### src/design/number_to_ascii_formatter_unit_macros.svh
// ----------------------------------------------------------------------------
// number_to_ascii_formatter_unit_macros.svh
// Assertion macros for the number to ASCII formatter.
// ----------------------------------------------------------------------------
`ifndef NUMBER_TO_ASCII_FORMATTER_UNIT_MACROS_SVH
`define NUMBER_TO_ASCII_FORMATTER_UNIT_MACROS_SVH

`ifndef ASSERT_OFF
`define N2A_ASSERT(label, clk, rst_n, prop, msg) \
    label: assert property (@(posedge clk) disable iff (!rst_n) prop) else $error(msg);
`define N2A_ASSERT_NEVER(label, clk, rst_n, expr, msg) \
    label: assert property (@(posedge clk) disable iff (!rst_n) !(expr)) else $error(msg);
`else
`define N2A_ASSERT(label, clk, rst_n, prop, msg)
`define N2A_ASSERT_NEVER(label, clk, rst_n, expr, msg)
`endif

`endif

### src/design/n2a_pkg.sv
// ----------------------------------------------------------------------------
// n2a_pkg
// Types, constants and the binary to BCD step for the number formatter.
// ----------------------------------------------------------------------------
package n2a_pkg;

    localparam int ValueWidth   = 32;
    localparam int DigitCount   = 10;
    localparam int DabbleStages = 4;
    localparam int BitsPerStage = ValueWidth / DabbleStages;

    localparam logic [7:0] ASCII_ZERO = 8'h30;
    localparam logic [7:0] ASCII_HEX_ALPHA = 8'h37;
    localparam logic [7:0] ASCII_UPPER_E = 8'h45;
    localparam logic [7:0] ASCII_LOWER_R = 8'h72;

    typedef enum logic [2:0] {
        FUNC_BIN8  = 3'd0,
        FUNC_HEX2  = 3'd1,
        FUNC_DEC2  = 3'd2,
        FUNC_DEC3  = 3'd3,
        FUNC_DEC5  = 3'd4,
        FUNC_DEC10 = 3'd5
    } n2a_func_t;

    typedef struct packed {
        logic [2:0]              func;
        logic [ValueWidth-1:0]   value;
    } n2a_cmd_t;

    typedef struct packed {
        logic [7:0] char_code;
        logic       last;
    } n2a_result_t;

    typedef struct packed {
        n2a_func_t                  func;
        logic                       err;
        logic [7:0]                 low_byte;
        logic [DigitCount-1:0][3:0] bcd;
        logic [ValueWidth-1:0]      bin;
    } n2a_work_t;

    function automatic n2a_work_t n2a_dabble(input n2a_work_t w);
        n2a_work_t r;
        r = w;
        for (int s = 0; s < BitsPerStage; s++) begin
            for (int d = 0; d < DigitCount; d++) begin
                if (r.bcd[d] >= 4'd5) begin
                    r.bcd[d] = r.bcd[d] + 4'd3;
                end
            end
            r.bcd = (DigitCount*4)'({r.bcd, r.bin[ValueWidth-1]});
            r.bin = {r.bin[ValueWidth-2:0], 1'b0};
        end
        return r;
    endfunction

endpackage

### src/design/n2a_dabble_stage.sv
// ----------------------------------------------------------------------------
// n2a_dabble_stage
// One pipeline stage of the binary to BCD conversion, eight bits per stage.
// ----------------------------------------------------------------------------
module n2a_dabble_stage
    import n2a_pkg::*;
(
    input  logic      clk,
    input  logic      rst_n,
    input  logic      up_valid,
    input  n2a_work_t up_word,
    output logic      up_ready,
    output logic      dn_valid,
    output n2a_work_t dn_word,
    input  logic      dn_ready
);

    logic      valid_reg;
    logic      valid_next;
    n2a_work_t word_reg;
    n2a_work_t word_next;

    assign up_ready = !valid_reg || dn_ready;

    always_comb
    begin
        valid_next = valid_reg;
        word_next  = word_reg;
        if (up_ready)
        begin
            valid_next = up_valid;
            if (up_valid)
            begin
                word_next = n2a_dabble(up_word);
            end
        end
    end

    always_ff @(posedge clk or negedge rst_n)
    begin
        if (!rst_n)
        begin
            valid_reg <= 1'b0;
        end
        else
        begin
            valid_reg <= valid_next;
        end
    end

    always_ff @(posedge clk)
    begin
        word_reg <= word_next;
    end

    assign dn_valid = valid_reg;
    assign dn_word  = word_reg;

endmodule

### src/design/n2a_serializer.sv
// ----------------------------------------------------------------------------
// n2a_serializer
// Turns one converted word into its characters, one per cycle.
// ----------------------------------------------------------------------------
`include "number_to_ascii_formatter_unit_macros.svh"

module n2a_serializer
    import n2a_pkg::*;
(
    input  logic        clk,
    input  logic        rst_n,
    input  logic        up_valid,
    input  n2a_work_t   up_word,
    output logic        up_ready,
    output n2a_result_t result,
    output logic        strobe
);

    logic        active_reg;
    logic        active_next;
    n2a_work_t   word_reg;
    n2a_work_t   word_next;
    logic [3:0]  cnt_reg;
    logic [3:0]  cnt_next;
    logic [3:0]  end_reg;
    logic [3:0]  end_next;
    logic        strobe_reg;
    n2a_result_t result_reg;
    n2a_result_t result_next;

    logic        at_end;
    logic [3:0]  load_start;
    logic [3:0]  load_end;
    logic [3:0]  digit_idx;
    logic [3:0]  nibble;
    logic [7:0]  hex_char;
    logic [7:0]  char_code;

    assign at_end   = (cnt_reg == end_reg);
    assign up_ready = !active_reg || at_end;

    always_comb
    begin
        load_start = 4'd0;
        load_end   = 4'd0;
        if (up_word.err)
        begin
            load_end = 4'd2;
        end
        else
        begin
            unique case (up_word.func)
                FUNC_BIN8:  load_end = 4'd7;
                FUNC_HEX2:  load_end = 4'd1;
                FUNC_DEC2:
                begin
                    load_start = 4'd8;
                    load_end   = 4'd9;
                end
                FUNC_DEC3:
                begin
                    load_start = 4'd7;
                    load_end   = 4'd9;
                end
                FUNC_DEC5:
                begin
                    load_start = 4'd5;
                    load_end   = 4'd9;
                end
                FUNC_DEC10: load_end = 4'd9;
                default:    load_end = 4'd0;
            endcase
        end
    end

    assign digit_idx = 4'(DigitCount - 1) - cnt_reg;
    assign nibble    = (cnt_reg == 4'd0) ? word_reg.low_byte[7:4] : word_reg.low_byte[3:0];
    assign hex_char  = ({4'd0, nibble} > 8'd9) ? ({4'd0, nibble} + ASCII_HEX_ALPHA)
                                               : ({4'd0, nibble} + ASCII_ZERO);

    always_comb
    begin
        char_code = ASCII_ZERO;
        if (word_reg.err)
        begin
            char_code = (cnt_reg == 4'd0) ? ASCII_UPPER_E : ASCII_LOWER_R;
        end
        else
        begin
            unique case (word_reg.func) inside
                FUNC_BIN8:
                    char_code = ASCII_ZERO
                              | 8'(word_reg.low_byte[3'(3'd7 - cnt_reg[2:0])]);
                FUNC_HEX2:
                    char_code = hex_char;
                FUNC_DEC2, FUNC_DEC3, FUNC_DEC5, FUNC_DEC10:
                    char_code = ASCII_ZERO | {4'd0, word_reg.bcd[digit_idx]};
                default:
                    char_code = ASCII_ZERO;
            endcase
        end
    end

    always_comb
    begin
        active_next = active_reg;
        word_next   = word_reg;
        cnt_next    = cnt_reg;
        end_next    = end_reg;
        if (up_ready)
        begin
            active_next = up_valid;
            if (up_valid)
            begin
                word_next = up_word;
                cnt_next  = load_start;
                end_next  = load_end;
            end
        end
        else
        begin
            cnt_next = cnt_reg + 4'd1;
        end
        result_next.char_code = char_code;
        result_next.last      = at_end;
    end

    always_ff @(posedge clk or negedge rst_n)
    begin
        if (!rst_n)
        begin
            active_reg <= 1'b0;
            strobe_reg <= 1'b0;
            cnt_reg    <= 4'd0;
            end_reg    <= 4'd0;
        end
        else
        begin
            active_reg <= active_next;
            strobe_reg <= active_reg;
            cnt_reg    <= cnt_next;
            end_reg    <= end_next;
        end
    end

    always_ff @(posedge clk)
    begin
        word_reg   <= word_next;
        result_reg <= result_next;
    end

    assign result = result_reg;
    assign strobe = strobe_reg;

    `N2A_ASSERT(a_cnt_in_range, clk, rst_n, active_reg |-> (cnt_reg <= end_reg), "counter past end")
    `N2A_ASSERT(a_strobe_from_active, clk, rst_n, strobe_reg |-> $past(active_reg), "stray strobe")
    `N2A_ASSERT(a_err_three_chars, clk, rst_n, (active_reg && word_reg.err) |-> (end_reg == 4'd2), "bad error length")

endmodule

### src/design/number_to_ascii_formatter_unit.sv
// ----------------------------------------------------------------------------
// number_to_ascii_formatter_unit
// Formats a number as binary, hex or decimal ASCII, one character per word.
// ----------------------------------------------------------------------------
// A command word (cmd.func, cmd.value) is taken at a rising edge where start
// is high and busy is low. Each character of the text leaves as one result
// word on result, marked by strobe for exactly one cycle; result.last is set
// on the final character of the number. Modes 6 and 7 are taken and give no
// characters. Two-digit and three-digit decimal modes give "Err" on overflow.
// The first character passes the input register, four binary to BCD stages,
// the serializer and the output register. Throughput: one character per
// cycle; a number has 2 to 10 characters, and commands are taken back to
// back while the conversion stages have room, up to six in flight.
// busy rises only when every stage ahead of the serializer holds a word.
// Reset clears all valid bits; words in flight are dropped. The receiver
// cannot stall: every strobed word must be taken in its cycle.
// ----------------------------------------------------------------------------
`include "number_to_ascii_formatter_unit_macros.svh"

module number_to_ascii_formatter_unit
    import n2a_pkg::*;
(
    input  logic        clk,
    input  logic        rst_n,
    input  logic        start,
    output logic        busy,
    input  n2a_cmd_t    cmd,
    output n2a_result_t result,
    output logic        strobe
);

    logic      in_valid_reg;
    logic      in_valid_next;
    n2a_work_t in_word_reg;
    n2a_work_t in_word_next;
    logic      in_ready;
    logic      accept;
    logic      func_ok;

    logic      stg_valid [DabbleStages+1];
    n2a_work_t stg_word  [DabbleStages+1];
    logic      stg_ready [DabbleStages+1];

    assign in_ready = !in_valid_reg || stg_ready[0];
    assign busy     = !in_ready;
    assign accept   = start && in_ready;
    assign func_ok  = (cmd.func <= 3'(FUNC_DEC10));

    always_comb
    begin
        in_valid_next = in_valid_reg;
        in_word_next  = in_word_reg;
        if (in_ready)
        begin
            in_valid_next = accept && func_ok;
        end
        if (accept)
        begin
            in_word_next.func     = n2a_func_t'(cmd.func);
            in_word_next.low_byte = cmd.value[7:0];
            in_word_next.bcd      = '0;
            in_word_next.bin      = (cmd.func == 3'(FUNC_DEC5))
                                  ? {16'd0, cmd.value[15:0]} : cmd.value;
            in_word_next.err      = ((cmd.func == 3'(FUNC_DEC2)) && (cmd.value >= 32'd100))
                                 || ((cmd.func == 3'(FUNC_DEC3)) && (cmd.value >= 32'd1000));
        end
    end

    always_ff @(posedge clk or negedge rst_n)
    begin
        if (!rst_n)
        begin
            in_valid_reg <= 1'b0;
        end
        else
        begin
            in_valid_reg <= in_valid_next;
        end
    end

    always_ff @(posedge clk)
    begin
        in_word_reg <= in_word_next;
    end

    assign stg_valid[0] = in_valid_reg;
    assign stg_word[0]  = in_word_reg;

    for (genvar g = 0; g < DabbleStages; g++)
    begin : g_dabble
        n2a_dabble_stage u_stage (
            .clk      (clk),
            .rst_n    (rst_n),
            .up_valid (stg_valid[g]),
            .up_word  (stg_word[g]),
            .up_ready (stg_ready[g]),
            .dn_valid (stg_valid[g+1]),
            .dn_word  (stg_word[g+1]),
            .dn_ready (stg_ready[g+1])
        );
    end

    n2a_serializer u_serializer (
        .clk      (clk),
        .rst_n    (rst_n),
        .up_valid (stg_valid[DabbleStages]),
        .up_word  (stg_word[DabbleStages]),
        .up_ready (stg_ready[DabbleStages]),
        .result   (result),
        .strobe   (strobe)
    );

    `N2A_ASSERT(a_busy_held, clk, rst_n, busy |-> in_valid_reg, "busy without a held word")
    `N2A_ASSERT(a_bad_func_dropped, clk, rst_n, (accept && !func_ok) |=> !in_valid_reg, "unused mode entered pipeline")

endmodule

### config.mk
export PLATFORM = sky130hd
export DESIGN_NAME = number_to_ascii_formatter_unit
export DESIGN_NICKNAME = d
export VERILOG_FILES = /design/src/design/n2a_pkg.sv /design/src/design/n2a_dabble_stage.sv /design/src/design/n2a_serializer.sv /design/src/design/number_to_ascii_formatter_unit.sv
export VERILOG_INCLUDE_DIRS = /design/src /design/src/design
export SDC_FILE = /design/constraint.sdc
export NUM_CORES = 1
export LEC_CHECK = 0
export ABC_AREA = 1
export BUFFER_PORTS_ARGS = -buffer_cell sky130_fd_sc_hd__buf_2
export CORE_AREA = 8 8 293 295
export CTS_CLUSTER_SIZE = 40
export DETAILED_ROUTE_END_ITERATION = 8
export DIE_AREA = 0 0 301 303
export PLACE_DENSITY = 0.73
export SLEW_MARGIN = 10
export SYNTH_ARGS = -nofsm -noshare
export SYNTH_HDL_FRONTEND = slang
export SYNTH_HIERARCHICAL = 1
export SYNTH_SLANG_ARGS = --single-unit
### constraint.sdc
create_clock -name clk -period 6.1 [get_ports clk]
set_clock_uncertainty 0.05 [all_clocks]
set_input_delay 0.915 -clock clk [delete_from_list [all_inputs] [get_ports clk]]
set_output_delay 0.915 -clock clk [all_outputs]
set_load 0.02 [all_outputs]
==> PnR_summary.wiki <==
{| class="wikitable"
! Metric !! Value
|-
| Family of cells with the greatest summed delay on the critical path || simple AND/OR/NAND/NOR gates
|-
| First-pass GRT wire length || 154 mm
|-
| Critical path launch point type || register
|-
| Pins Over Slew Limit || 0
|-
| Fraction of layout instances using a drive strength above 1 || 19.3%
|-
| Filler cells || 7483
|-
| Antenna fix cells || 0
|-
| Hold Vio Cnt, Final || 0
|-
| Per-cell via count in the routed design || 5.03
|-
| Setup Crit Path Kind || reg -> reg
|-
| Top Ports || 49
|-
| Routed via count || 41700
|-
| CTS tree || done
|-
| Area inside the core boundary || 0.0812 mm²
|-
| Post-placement setup slack || -0.163 ns
|-
| Total of endpoints with negative setup slack in the final report || 0
|-
| Inserted Clock Buffers || 42
|-
| Post-layout net count || 7471
|-
| Post-synthesis cell area || 0.0448 mm²
|-
| Number of clock sinks seen by CTS || 367
|-
| Drt initial violations || 1670
|-
| Initial Utilization || 55.1%
|-
| Die span in x || 301 µm
|-
| Via count of the first global-routing pass || 38500
|-
| Mean area per synthesized cell || 6.46 µm²
|-
| Highest-delay cell along the critical path || edfxtp_1
|-
| Total global routing track utilization || 18.9%
|-
| Floorplan die area || 0.0912 mm²
|-
| ANT nets after route || 0
|-
| Worst slew margin relative to its limit || 28.2%
|-
| Actual slew at the worst max-slew pin || 1.08 ns
|-
| Maximum achievable frequency || 169 MHz
|-
| Most frequent cells in the layout || nand2_1 (2468), inv_1 (1067), nand3_1 (745), nand2_2 (556), edfxtp_1 (344)
|-
| Pre-Repair DR Iteration Count || 5
|-
| DRC violations left || 0
|-
| Cell count after synthesis || 6924
|-
| Antenna violations before repair || 2
|-
| Most used cell, CP || nand2_2
|-
| Post-route core utilization || 60.7%
|-
| Buffers plus inverters on the worst setup path || 12
|-
| Post-Layout Inst Area || 0.0493 mm²
|-
| Count of max-cap constraint violations || 0
|-
| WL per Instance || 10.7 µm
|-
| Placed standard-cell area || 0.0468 mm²
|-
| Final Worst Setup Slack || 0.197 ns
|-
| Clk_lat worst skew || 0.60 ns
|-
| Outcome || complete, no violations
|-
| Element type at the critical path end || register
|-
| Post-layout minimum cycle time || 5.90 ns
|-
| Count of standard-cell rows || 105
|-
| CP Max Fanout || 4
|-
| Weighted congestion reported at the end of routability-driven placement || 0.840
|-
| Worst stage delay on the critical path || 0.41 ns
|-
| H-tree level count || 2
|-
| Synth-to-Final Area Change || 10.1%
|-
| HPWL after DPL || 71.1 mm
|-
| Count of synthesis-stage warnings from yosys || 6
|-
| Arrival time reported for the critical path endpoint || 6.19 ns
|-
| Height of the die || 303 µm
|-
| CTS clk-pin slew, worst paths || 0.06 ns
|-
| Min-delay worst type || in -> async
|-
| Root buffer cell || clkbuf_16
|-
| Total congestion overflow || 0
|-
| Routed Wire Length || 88.5 mm
|-
| Required time at the worst-slack endpoint || 6.39 ns
|-
| Most frequent standard cell in the layout excluding fill and tap cells || nand2_1
|-
| Hold-fix buffers at CTS || 0
|-
| Worst hold margin || 0.187 ns
|-
| Clock Path Buffers || 3
|-
| Largest register FFs || 256
|-
| Largest net degree at the start of global routing || 61
|-
| Final period util || 96.8%
|-
| # port buffers || 47
|}
## worst paths after layout
check                                                start                         endpoint  slack (ns)  cells after the start
hold / removal                                       rst_n                     in_valid_reg        0.19                      1
hold reg to reg            g_dabble[3].u_stage/dn_word[53]        u_serializer/word_reg[53]        0.36                      0
setup / recovery           g_dabble[0].u_stage/dn_word[68]  g_dabble[1].u_stage/dn_word[70]        0.20                     54
max in group asynchronous                            rst_n              u_serializer/strobe        5.53                      1
setup reg to reg           g_dabble[0].u_stage/dn_word[68]  g_dabble[1].u_stage/dn_word[70]        0.20                     54
min in group clk           g_dabble[3].u_stage/dn_word[53]        u_serializer/word_reg[53]        0.36                      0
## through the flow
step	TNS, ns	cells
after floorplan	0	7037
after global placement	0	8152
after detailed placement	-0.633	8152
after CTS	0	8241
after global routing	-1.17	8289
final	0	8289
## routing by layer
metal	vias up	routed length [µm]	global-route usage, %
met3	164	2040	2.05
met1	18400	37800	20.7
met5	-	0	0
met4	0	2480	5.77
li1	22800	-	-
met2	365	46100	37.5
## worst reg2reg max path: cells and delay by family, from the launching register on
family,cells,cell delay [ns]
compound gates,1,0.25
simple gates,34,2.96
buf+inv,12,0.85
flops,1,0.41
fa+ha+maj,7,1.17
## timing repair
item | in CTS | in global routing
pin swaps | 7 | 59
cloned | 0 | 0
endpoints found under the setup margin | 6 | 9
setup buffers | 13 | 48
hold endpoints to repair | 0 | 0
gates resized for setup | 17 | 194
## cell type report
class / instances / area [µm²] / area share (%)
multi-input combinational: 5461 / 30400 / 61.8
clock buffer: 46 / 1070 / 2.16
clock inverter: 30 / 264 / 0.536
timing repair buffer: 118 / 791 / 1.60
sequential: 367 / 10900 / 22.1
tap: 1070 / 1340 / 2.72
inverter: 1197 / 4500 / 9.12
Power is left out: the tool's default activity adds up to more than one toggle a clock period on the data nets, which glitch-free logic cannot reach.
